`src/rtl/ltl_pkg.sv`:
```
// Shared types, constants and character class helpers for the lambda token lexer.
// Used by lambda_token_lexer_core; no dependencies.

package ltl_pkg;

   localparam int LTL_POSITION_BITS = 16;
   localparam int CP_BITS           = 21;
   localparam int BC_BITS           = 3;
   localparam int OUT_BITS          = 16;
   localparam int QUEUE_DEPTH       = 4;

   localparam logic [OUT_BITS-1:0] OUT_MAX = 16'hFFFF;

   // character constants
   localparam logic [CP_BITS-1:0] CH_NUL       = 21'h000000;
   localparam logic [CP_BITS-1:0] CH_TAB       = 21'h000009;
   localparam logic [CP_BITS-1:0] CH_LF        = 21'h00000A;
   localparam logic [CP_BITS-1:0] CH_CR        = 21'h00000D;
   localparam logic [CP_BITS-1:0] CH_SPACE     = 21'h000020;
   localparam logic [CP_BITS-1:0] CH_HASH      = 21'h000023;
   localparam logic [CP_BITS-1:0] CH_DOLLAR    = 21'h000024;
   localparam logic [CP_BITS-1:0] CH_LPAR      = 21'h000028;
   localparam logic [CP_BITS-1:0] CH_RPAR      = 21'h000029;
   localparam logic [CP_BITS-1:0] CH_DOT       = 21'h00002E;
   localparam logic [CP_BITS-1:0] CH_DIGIT_0   = 21'h000030;
   localparam logic [CP_BITS-1:0] CH_DIGIT_9   = 21'h000039;
   localparam logic [CP_BITS-1:0] CH_SEMI      = 21'h00003B;
   localparam logic [CP_BITS-1:0] CH_EQUALS    = 21'h00003D;
   localparam logic [CP_BITS-1:0] CH_AT        = 21'h000040;
   localparam logic [CP_BITS-1:0] CH_UPPER_A   = 21'h000041;
   localparam logic [CP_BITS-1:0] CH_UPPER_Z   = 21'h00005A;
   localparam logic [CP_BITS-1:0] CH_BACKSLASH = 21'h00005C;
   localparam logic [CP_BITS-1:0] CH_UNDERLINE = 21'h00005F;
   localparam logic [CP_BITS-1:0] CH_LOWER_A   = 21'h000061;
   localparam logic [CP_BITS-1:0] CH_LOWER_Z   = 21'h00007A;
   localparam logic [CP_BITS-1:0] CH_LAMBDA    = 21'h0003BB;

   typedef enum logic [2:0] {
      TOK_EOL    = 3'd0,
      TOK_IDENT  = 3'd1,
      TOK_LAMBDA = 3'd2,
      TOK_LPAR   = 3'd3,
      TOK_RPAR   = 3'd4,
      TOK_BODY   = 3'd5,
      TOK_EOF    = 3'd6,
      TOK_ERROR  = 3'd7
   } token_kind_type;

   typedef enum logic [3:0] {
      MODE_IDLE    = 4'b0001,
      MODE_IDENT   = 4'b0010,
      MODE_EOL     = 4'b0100,
      MODE_COMMENT = 4'b1000
   } lex_mode_type;

   typedef struct packed {
      logic                last;
      logic [OUT_BITS-1:0] column;
      logic [OUT_BITS-1:0] line;
      logic [OUT_BITS-1:0] length;
      logic [OUT_BITS-1:0] start;
      token_kind_type      kind;
   } lex_token_type;

   function automatic logic is_letter(input logic [CP_BITS-1:0] c);
      return (c >= CH_UPPER_A && c <= CH_UPPER_Z) || (c >= CH_LOWER_A && c <= CH_LOWER_Z) ||
             c == CH_UNDERLINE || c == CH_DOLLAR || c == CH_AT;
   endfunction

   function automatic logic is_wordchar(input logic [CP_BITS-1:0] c);
      return is_letter(c) || (c >= CH_DIGIT_0 && c <= CH_DIGIT_9);
   endfunction

   function automatic logic is_lineend(input logic [CP_BITS-1:0] c);
      return c == CH_SEMI || c == CH_CR || c == CH_LF;
   endfunction

endpackage

```
`src/rtl/lambda_token_lexer_core.sv`:
```
// Lambda token lexer: one decoded code point in per item, tokens out.
// An item is registered on accept and then stepped into the result queue; its first token
// shows on rsp_ from there. Throughput: one item per cycle while two queue slots are free,
// bounded by the one-token-per-cycle result queue (4 entries) when items yield two tokens.
// Reset (synchronous, active high): mode idle, offset 0, row and column 1, queue empty.
// Depends on ltl_pkg.

module lambda_token_lexer_core
   import ltl_pkg::*;
#(
   parameter int POSITION_BITS = LTL_POSITION_BITS
) (
   input  logic        clock,
   input  logic        reset,
   input  logic        req_tvalid,
   output logic        req_tready,
   input  logic [23:0] req_tdata,   // code_point[20:0], byte_count[23:21]
   output logic        rsp_tvalid,
   input  logic        rsp_tready,
   output logic [63:0] rsp_tdata,   // start_offset[15:0], byte_length[31:16],
                                    // line_number[47:32], column_number[63:48]
   output logic [2:0]  rsp_tuser,   // token_kind[2:0]
   output logic        rsp_tlast    // last_of_run
);

   localparam int P      = POSITION_BITS;
   localparam int QA     = $clog2(QUEUE_DEPTH);
   localparam int QC     = QA + 1;

   typedef logic [P-1:0] pos_type;

   function automatic pos_type sat_add(input pos_type a, input logic [BC_BITS-1:0] b);
      logic [P:0] s;
      s = {1'b0, a} + (P+1)'(b);
      return s[P] ? {P{1'b1}} : s[P-1:0];
   endfunction

   function automatic logic [OUT_BITS-1:0] clamp_out(input pos_type v);
      logic [P+OUT_BITS-1:0] w;
      w = (P+OUT_BITS)'(v);
      return (w > (P+OUT_BITS)'(OUT_MAX)) ? OUT_MAX : w[OUT_BITS-1:0];
   endfunction

   // input register
   logic                in_valid_ff, in_valid_in;
   logic [CP_BITS-1:0]  cp_ff;
   logic [BC_BITS-1:0]  bc_ff;

   // lexer state
   lex_mode_type mode_ff, mode_in;
   pos_type      pos_ff, pos_in;
   pos_type      row_ff, row_in;
   pos_type      col_ff, col_in;
   pos_type      pstart_ff, pstart_in;
   pos_type      plen_ff, plen_in;
   pos_type      prow_ff, prow_in;
   pos_type      pcol_ff, pcol_in;

   // result queue
   lex_token_type queue_ff [QUEUE_DEPTH];
   logic [QA-1:0] wr_ptr_ff, wr_ptr_in;
   logic [QA-1:0] rd_ptr_ff, rd_ptr_in;
   logic [QC-1:0] count_ff, count_in;

   logic         pop;
   logic         step_fire;
   logic         req_accept;

   pos_type       cons_pos, cons_row, cons_col;
   logic          flush_v, main_v;
   lex_token_type flush_tok, main_tok, slot0, slot1;
   logic [1:0]    push_n;
   logic          fall;
   lex_token_type head;

   assign pop        = rsp_tvalid && rsp_tready;
   assign step_fire  = in_valid_ff && ((count_ff - QC'(pop)) <= QC'(QUEUE_DEPTH - 2));
   assign req_tready = !in_valid_ff || step_fire;
   assign req_accept = req_tvalid && req_tready;

   // position after consuming the current code point
   always_comb begin
      cons_pos = sat_add(pos_ff, bc_ff);
      if (cp_ff == CH_LF) begin
         cons_row = sat_add(row_ff, BC_BITS'(1));
         cons_col = P'(1);
      end else begin
         cons_row = row_ff;
         cons_col = sat_add(col_ff, BC_BITS'(1));
      end
   end

   always_comb begin
      mode_in   = mode_ff;
      pos_in    = pos_ff;
      row_in    = row_ff;
      col_in    = col_ff;
      pstart_in = pstart_ff;
      plen_in   = plen_ff;
      prow_in   = prow_ff;
      pcol_in   = pcol_ff;
      flush_v   = 1'b0;
      main_v    = 1'b0;
      fall      = 1'b0;

      flush_tok.kind   = (mode_ff == MODE_IDENT) ? TOK_IDENT : TOK_EOL;
      flush_tok.start  = clamp_out(pstart_ff);
      flush_tok.length = clamp_out(plen_ff);
      flush_tok.line   = clamp_out(prow_ff);
      flush_tok.column = clamp_out(pcol_ff);
      flush_tok.last   = 1'b0;

      main_tok.kind    = TOK_ERROR;
      main_tok.start   = clamp_out(pos_ff);
      main_tok.length  = OUT_BITS'(bc_ff);
      main_tok.line    = clamp_out(row_ff);
      main_tok.column  = clamp_out(col_ff);
      main_tok.last    = 1'b0;

      case (mode_ff)
         MODE_COMMENT: begin
            if (cp_ff != CH_NUL) begin
               pos_in = cons_pos;
               row_in = cons_row;
               col_in = cons_col;
               if (cp_ff == CH_LF) mode_in = MODE_IDLE;
            end else begin
               mode_in = MODE_IDLE;
               fall    = 1'b1;
            end
         end
         MODE_IDENT: begin
            if (is_wordchar(cp_ff)) begin
               plen_in = sat_add(plen_ff, bc_ff);
               pos_in  = cons_pos;
               row_in  = cons_row;
               col_in  = cons_col;
            end else begin
               flush_v = 1'b1;
               mode_in = MODE_IDLE;
               fall    = 1'b1;
            end
         end
         MODE_EOL: begin
            if (is_lineend(cp_ff)) begin
               plen_in = sat_add(plen_ff, bc_ff);
               pos_in  = cons_pos;
               row_in  = cons_row;
               col_in  = cons_col;
            end else begin
               flush_v = 1'b1;
               mode_in = MODE_IDLE;
               fall    = 1'b1;
            end
         end
         default: fall = 1'b1;
      endcase

      if (fall) begin
         if (cp_ff == CH_SPACE || cp_ff == CH_TAB) begin
            pos_in = cons_pos;
            row_in = cons_row;
            col_in = cons_col;
         end else if (cp_ff == CH_HASH) begin
            pos_in  = cons_pos;
            row_in  = cons_row;
            col_in  = cons_col;
            mode_in = MODE_COMMENT;
         end else if (is_lineend(cp_ff) || is_letter(cp_ff)) begin
            mode_in   = is_letter(cp_ff) ? MODE_IDENT : MODE_EOL;
            pstart_in = pos_ff;
            plen_in   = P'(bc_ff);
            prow_in   = row_ff;
            pcol_in   = col_ff;
            pos_in    = cons_pos;
            row_in    = cons_row;
            col_in    = cons_col;
         end else if (cp_ff == CH_NUL) begin
            main_v          = 1'b1;
            main_tok.kind   = TOK_EOF;
            main_tok.length = '0;
         end else begin
            main_v = 1'b1;
            if (cp_ff == CH_BACKSLASH || cp_ff == CH_LAMBDA) main_tok.kind = TOK_LAMBDA;
            else if (cp_ff == CH_LPAR)                       main_tok.kind = TOK_LPAR;
            else if (cp_ff == CH_RPAR)                       main_tok.kind = TOK_RPAR;
            else if (cp_ff == CH_DOT || cp_ff == CH_EQUALS)  main_tok.kind = TOK_BODY;
            else                                             main_tok.kind = TOK_ERROR;
            pos_in = cons_pos;
            row_in = cons_row;
            col_in = cons_col;
         end
      end

      // pack up to two tokens, final one marked
      slot1      = main_tok;
      slot1.last = 1'b1;
      if (flush_v) begin
         slot0      = flush_tok;
         slot0.last = !main_v;
      end else begin
         slot0      = main_tok;
         slot0.last = 1'b1;
      end
      push_n = {1'b0, flush_v} + {1'b0, main_v};
   end

   always_comb begin
      in_valid_in = in_valid_ff;
      if (req_accept)     in_valid_in = 1'b1;
      else if (step_fire) in_valid_in = 1'b0;

      wr_ptr_in = wr_ptr_ff + (step_fire ? QA'(push_n) : QA'(0));
      rd_ptr_in = rd_ptr_ff + QA'(pop);
      count_in  = count_ff + (step_fire ? QC'(push_n) : QC'(0)) - QC'(pop);
   end

   always_ff @(posedge clock) begin
      if (reset) begin
         in_valid_ff <= 1'b0;
         mode_ff     <= MODE_IDLE;
         pos_ff      <= '0;
         row_ff      <= P'(1);
         col_ff      <= P'(1);
         pstart_ff   <= '0;
         plen_ff     <= '0;
         prow_ff     <= P'(1);
         pcol_ff     <= P'(1);
         wr_ptr_ff   <= '0;
         rd_ptr_ff   <= '0;
         count_ff    <= '0;
      end else begin
         in_valid_ff <= in_valid_in;
         wr_ptr_ff   <= wr_ptr_in;
         rd_ptr_ff   <= rd_ptr_in;
         count_ff    <= count_in;
         if (step_fire) begin
            mode_ff   <= mode_in;
            pos_ff    <= pos_in;
            row_ff    <= row_in;
            col_ff    <= col_in;
            pstart_ff <= pstart_in;
            plen_ff   <= plen_in;
            prow_ff   <= prow_in;
            pcol_ff   <= pcol_in;
         end
      end
   end

   // payload: no reset
   always_ff @(posedge clock) begin
      if (req_accept) begin
         cp_ff <= req_tdata[CP_BITS-1:0];
         bc_ff <= req_tdata[CP_BITS+BC_BITS-1:CP_BITS];
      end
      if (step_fire && push_n != 2'd0) queue_ff[wr_ptr_ff] <= slot0;
      if (step_fire && push_n == 2'd2) queue_ff[wr_ptr_ff + QA'(1)] <= slot1;
   end

   assign head       = queue_ff[rd_ptr_ff];
   assign rsp_tvalid = (count_ff != '0);
   assign rsp_tlast  = head.last;
   assign rsp_tuser  = head.kind;
   assign rsp_tdata  = {head.column, head.line, head.length, head.start};

   // assertions
   a_queue_bound: assert property (@(posedge clock) disable iff (reset)
      count_ff <= QC'(QUEUE_DEPTH))
      else $error("result queue over depth");

   a_no_overflow: assert property (@(posedge clock) disable iff (reset)
      step_fire |-> (count_in <= QC'(QUEUE_DEPTH)))
      else $error("step pushed into a full queue");

   a_eof_empty: assert property (@(posedge clock) disable iff (reset)
      (rsp_tvalid && head.kind == TOK_EOF) |-> (head.length == '0 && head.last))
      else $error("eof token with length or not last");

   a_row_nonzero: assert property (@(posedge clock) disable iff (reset)
      rsp_tvalid |-> (head.line != '0 && head.column != '0))
      else $error("token with zero row or column");

endmodule
```
`config.mk`:
```
export PLATFORM = sky130hd
export DESIGN_NAME = lambda_token_lexer_core
export DESIGN_NICKNAME = d
export VERILOG_FILES = /design/src/rtl/ltl_pkg.sv /design/src/rtl/lambda_token_lexer_core.sv
export SDC_FILE = /design/constraint.sdc
export NUM_CORES = 1
export LEC_CHECK = 0
export ABC_AREA = 1
export BUFFER_PORTS_ARGS = -buffer_cell sky130_fd_sc_hd__buf_2
export CORE_ASPECT_RATIO = 1.25
export CORE_MARGIN = 1
export CORE_UTILIZATION = 45
export CTS_CLUSTER_SIZE = 10
export DETAILED_ROUTE_END_ITERATION = 8
export PLACE_DENSITY = 0.71
export SYNTH_ARGS = -nofsm -noshare
export SYNTH_HDL_FRONTEND = slang
export SYNTH_SLANG_ARGS = --single-unit
```
`constraint.sdc`:
```
create_clock -name clock -period 7.1 [get_ports clock]
set_clock_uncertainty 0.1 [all_clocks]
set_input_delay 0.71 -clock clock [delete_from_list [all_inputs] [get_ports clock]]
set_output_delay 0.71 -clock clock [all_outputs]
set_load 0.005 [all_outputs]
```
==> flow_summary.yaml <==
cts:
  cts_tree: "done"
  cts_buffers: 49
  clk_latency_ns: 0.60
  cts_resized: 0
  h-tree-depth: 2
  root_buffer: "clkbuf_16"
  clk_pin_slew_ns: 0.06
  cts_setup_buffers: 0
  cts_hold_buf: 0
  clock_sinks: 420
  clock_tree.buffer_depth: 3
routing:
  num_vias: 17800
  drc: 14
  firstDrtPassIters: 8
  initialDrtViolationCount: 1668
  routed_wl_um: 57800
  ant_nets: 0
  viasPerCell: 5.93
  wire_per_inst_um: 19.2
setup_path:
  worstSetupPathType: "reg -> reg"
  cp.required_ns: 7.21
  cp_max_fo: 53
  rr_endpoint: "queue_ff[1][44]"
  r2r_start: "cp_ff[7]"
  worstSetupStartpointType: "flop"
  max_stage_delay_ns: 0.63
  slowest_stage: "buf_4"
  arrival_ns: 5.06
  path_buf_inv: 6
  ff2ff_setup_slack_ns: 2.15
  endpoint_kind: "flop"
  reg2reg_depth: 17
  cp_cell_sequence: "nor2_2 > nand3_1 > inv_2 > nand3_2 > clkinv_1 > nand2_1 > nand4_4 > nand2_1 > inv_1 > ha_1 > nand2_1 > inv_2 > nand2_1 > nor2_1 > inv_2 > nand2_2 > buf_4"
  cp_top_family: "simple AND/OR/NAND/NOR gates"
  crit_top_cell: "nand2_1"
yosys:
  ys_async_sr_fraction_pct: 0
  syn-cell-area_mm2: 0.0205
  syn_nets: 2426
  yosys.area.top_type: "edfxtp_1"
  synth_edf_count: 240
  avgSynthCellArea_um2: 8.60
  synth_top_family_by_area: "compound AO/OA/AOI/OAI gates"
  synth_common_cells: "nand2_1 (371), nor2_1 (310), o22ai_1 (276)"
  yosysTopAreaCellShare_pct: 35.2
  ys_seq_area_share_pct: 52.8
  yosys.cell_types.count: 52
  syn_inst: 2378
  yosys-top-cells-area: "edfxtp_1 (35%), dfxtp_1 (18%), o22ai_1 (8.4%)"
  synthSimpleGateAreaFrac_pct: 17.8
  synth_xor_area_share_pct: 1.11
  ys_warn_count: 0
  synth_most_common_cell: "nand2_1"
  synth-adder-area-share_pct: 1.33
  muxShareOfSynthArea_pct: 0
  synth_seq_cells: 420
  synth_compound_area_share_pct: 20.5
  ys.flop_type: "edfxtp_1"
run_status:
  status: "finished with violations"
  violations: "design-rule violations"
floorplan:
  dieArea_mm2: 0.0463
  num_io_pins: 98
  die_x_um: 193
  core_mm2: 0.0450
  core.rowCount: 87
  fp.dieH_um: 240
  initial_core_util_pct: 45.5
worst_hold_path:
  min-delay-start: "req_tdata[1]"
  holdPathStages: 1
  hold_end: "cp_ff[1]"
  hold_class: "in -> reg"
timing:
  period_share_pct: 69.7
  fin_crit_ns: 4.95
  fmax_mhz: 202
  relSlewSlack_pct: 19.6
  setup_viol: 0
  rsz0062_at_grt: "false"
  worst-slew-pin-transition_ns: 1.21
  tns_ns: 0
  hold_violations: 0
  final_max_slew_viol_count: 0
  worst_hold_slack_ns: 0.195
  setup_slack_ns: 2.15
global_route:
  antenna_found_initial: 0
  top_usage_layer: "met2"
  grt_usage_pct: 24.6
  grt_max_degree: 83
  met3_usage_pct: 4.17
  grt-ovfl-total: 0
  grtUsageMet2_pct: 40.3
  grtUsageMet1_pct: 32.5
  grt_pass1_vias: 16600
  grt_pass1_wl_um: 89700
power:
  powerDensity_mw_per_mm2: 305
  p_leak_nw: 8.18
  finalPower_mw: 6.91
  peakVddDrop_mv: 0.204
final_layout:
  fin_nets: 2444
  fin_area_mm2: 0.0226
  post-route-util_pct: 50.4
  area_growth_pct: 10.7
  antenna_cells: 0
  final_cell_count_no_fill: 3010
  layout-drive-gt1-share_pct: 10.8
  fill_cells: 4145
placed_design:
  dp_cells: 2923
  place_ws_ns: 2.19
  post-dp-hpwl_um: 34800
  gp_congestion: 0.872
  place_area_mm2: 0.0212
  port_buffers: 97
job:
  max_cap_violations: 0
worst reg2reg max path, stage by stage, from the launching register on:
cell	delay [ns]
edfxtp_1	0.44
nor2_2	0.28
nand3_1	0.16
inv_2	0.12
nand3_2	0.36
clkinv_1	0.24
nand2_1	0.13
nand4_4	0.19
nand2_1	0.13
inv_1	0.08
ha_1	0.20
nand2_1	0.14
inv_2	0.10
nand2_1	0.08
nor2_1	0.21
inv_2	0.44
nand2_2	0.53
buf_4	0.63
registers in the layout, indices dropped and copies added (netlist names):
name and flops:
queue_ff 272, pos_ff 16, cp_ff 21, count_ff 3, col_ff 16, bc_ff 3, in_valid_ff 1, pstart_ff 16
pcol_ff 16, rd_ptr_ff 2, row_ff 16, mode_ff 4, wr_ptr_ff 2, prow_ff 16, plen_ff 16
cell type report:
cell class	instances	area, um^2	area share, %
flip-flops and latches	420	10800	47.8
well taps	578	723	3.19
multi-input cells	1643	8360	36.9
inverters	163	621	2.74
repair buffers	119	651	2.87
clock inverters	5	82.6	0.365
clock buffers	82	1380	6.10
logic make-up after synthesis:
logic type                 count (synthesis)
adders and majority gates                 20
xor gates and xnor gates                  26
and+or+nand+nor                          853
buffers and inverters                    315
AOI/OAI and AO/OA                        744
DFF                                      420
layout by cell type, fill, tap and decap left out, types with 3 or more instances in the layout:
master,synthesis,layout
a21oi_1,79,78
a31oi_1,3,3
buf_2,19,97
buf_4,4,22
clkbuf_1,115,31
clkbuf_16,0,50
clkinv_1,6,6
dfxtp_1,180,178
edfxtp_1,240,240
fa_1,3,3
ha_1,17,17
inv_1,141,138
inv_2,14,16
nand2_1,371,364
nand2_2,6,13
nand2_4,5,5
nand3_1,81,81
nand3_2,4,4
nand4_1,14,14
nor2_1,310,310
nor2_2,9,9
nor2_4,6,6
nor3_1,26,26
nor3_2,3,3
nor4_1,4,4
o211ai_1,7,7
o21ai_0,255,255
o21ai_1,98,98
o21ai_2,14,14
o22ai_1,276,276
o311ai_0,4,4
or2_2,3,3
xor2_1,25,25
layer usage:
layer,up-vias,wire [um]
li1,8438,-
met1,8395,23500
met2,885,27300
met3,120,5190
met4,0,1780
met5,-,0
power breakdown:
group          internal [mW]  switching [mW]
combinational          0.516            1.15
clock                   1.36           0.981
sequential              2.77           0.123
worst max-delay path by stage:
stage               startpoint              end  slack, ns  cells after the start
floorplan            cp_ff[11]  queue_ff[1][30]       2.83                     21
global placement    rsp_tready  queue_ff[1][41]       2.31                     16
detailed placement   cp_ff[13]  queue_ff[1][41]       2.19                     19
CTS                  cp_ff[13]  queue_ff[1][41]       2.17                     19
global route         cp_ff[19]  queue_ff[1][48]       1.73                     19
finish                cp_ff[7]  queue_ff[1][44]       2.15                     17
No activity file was read; power rests on OpenSTA's default activity.
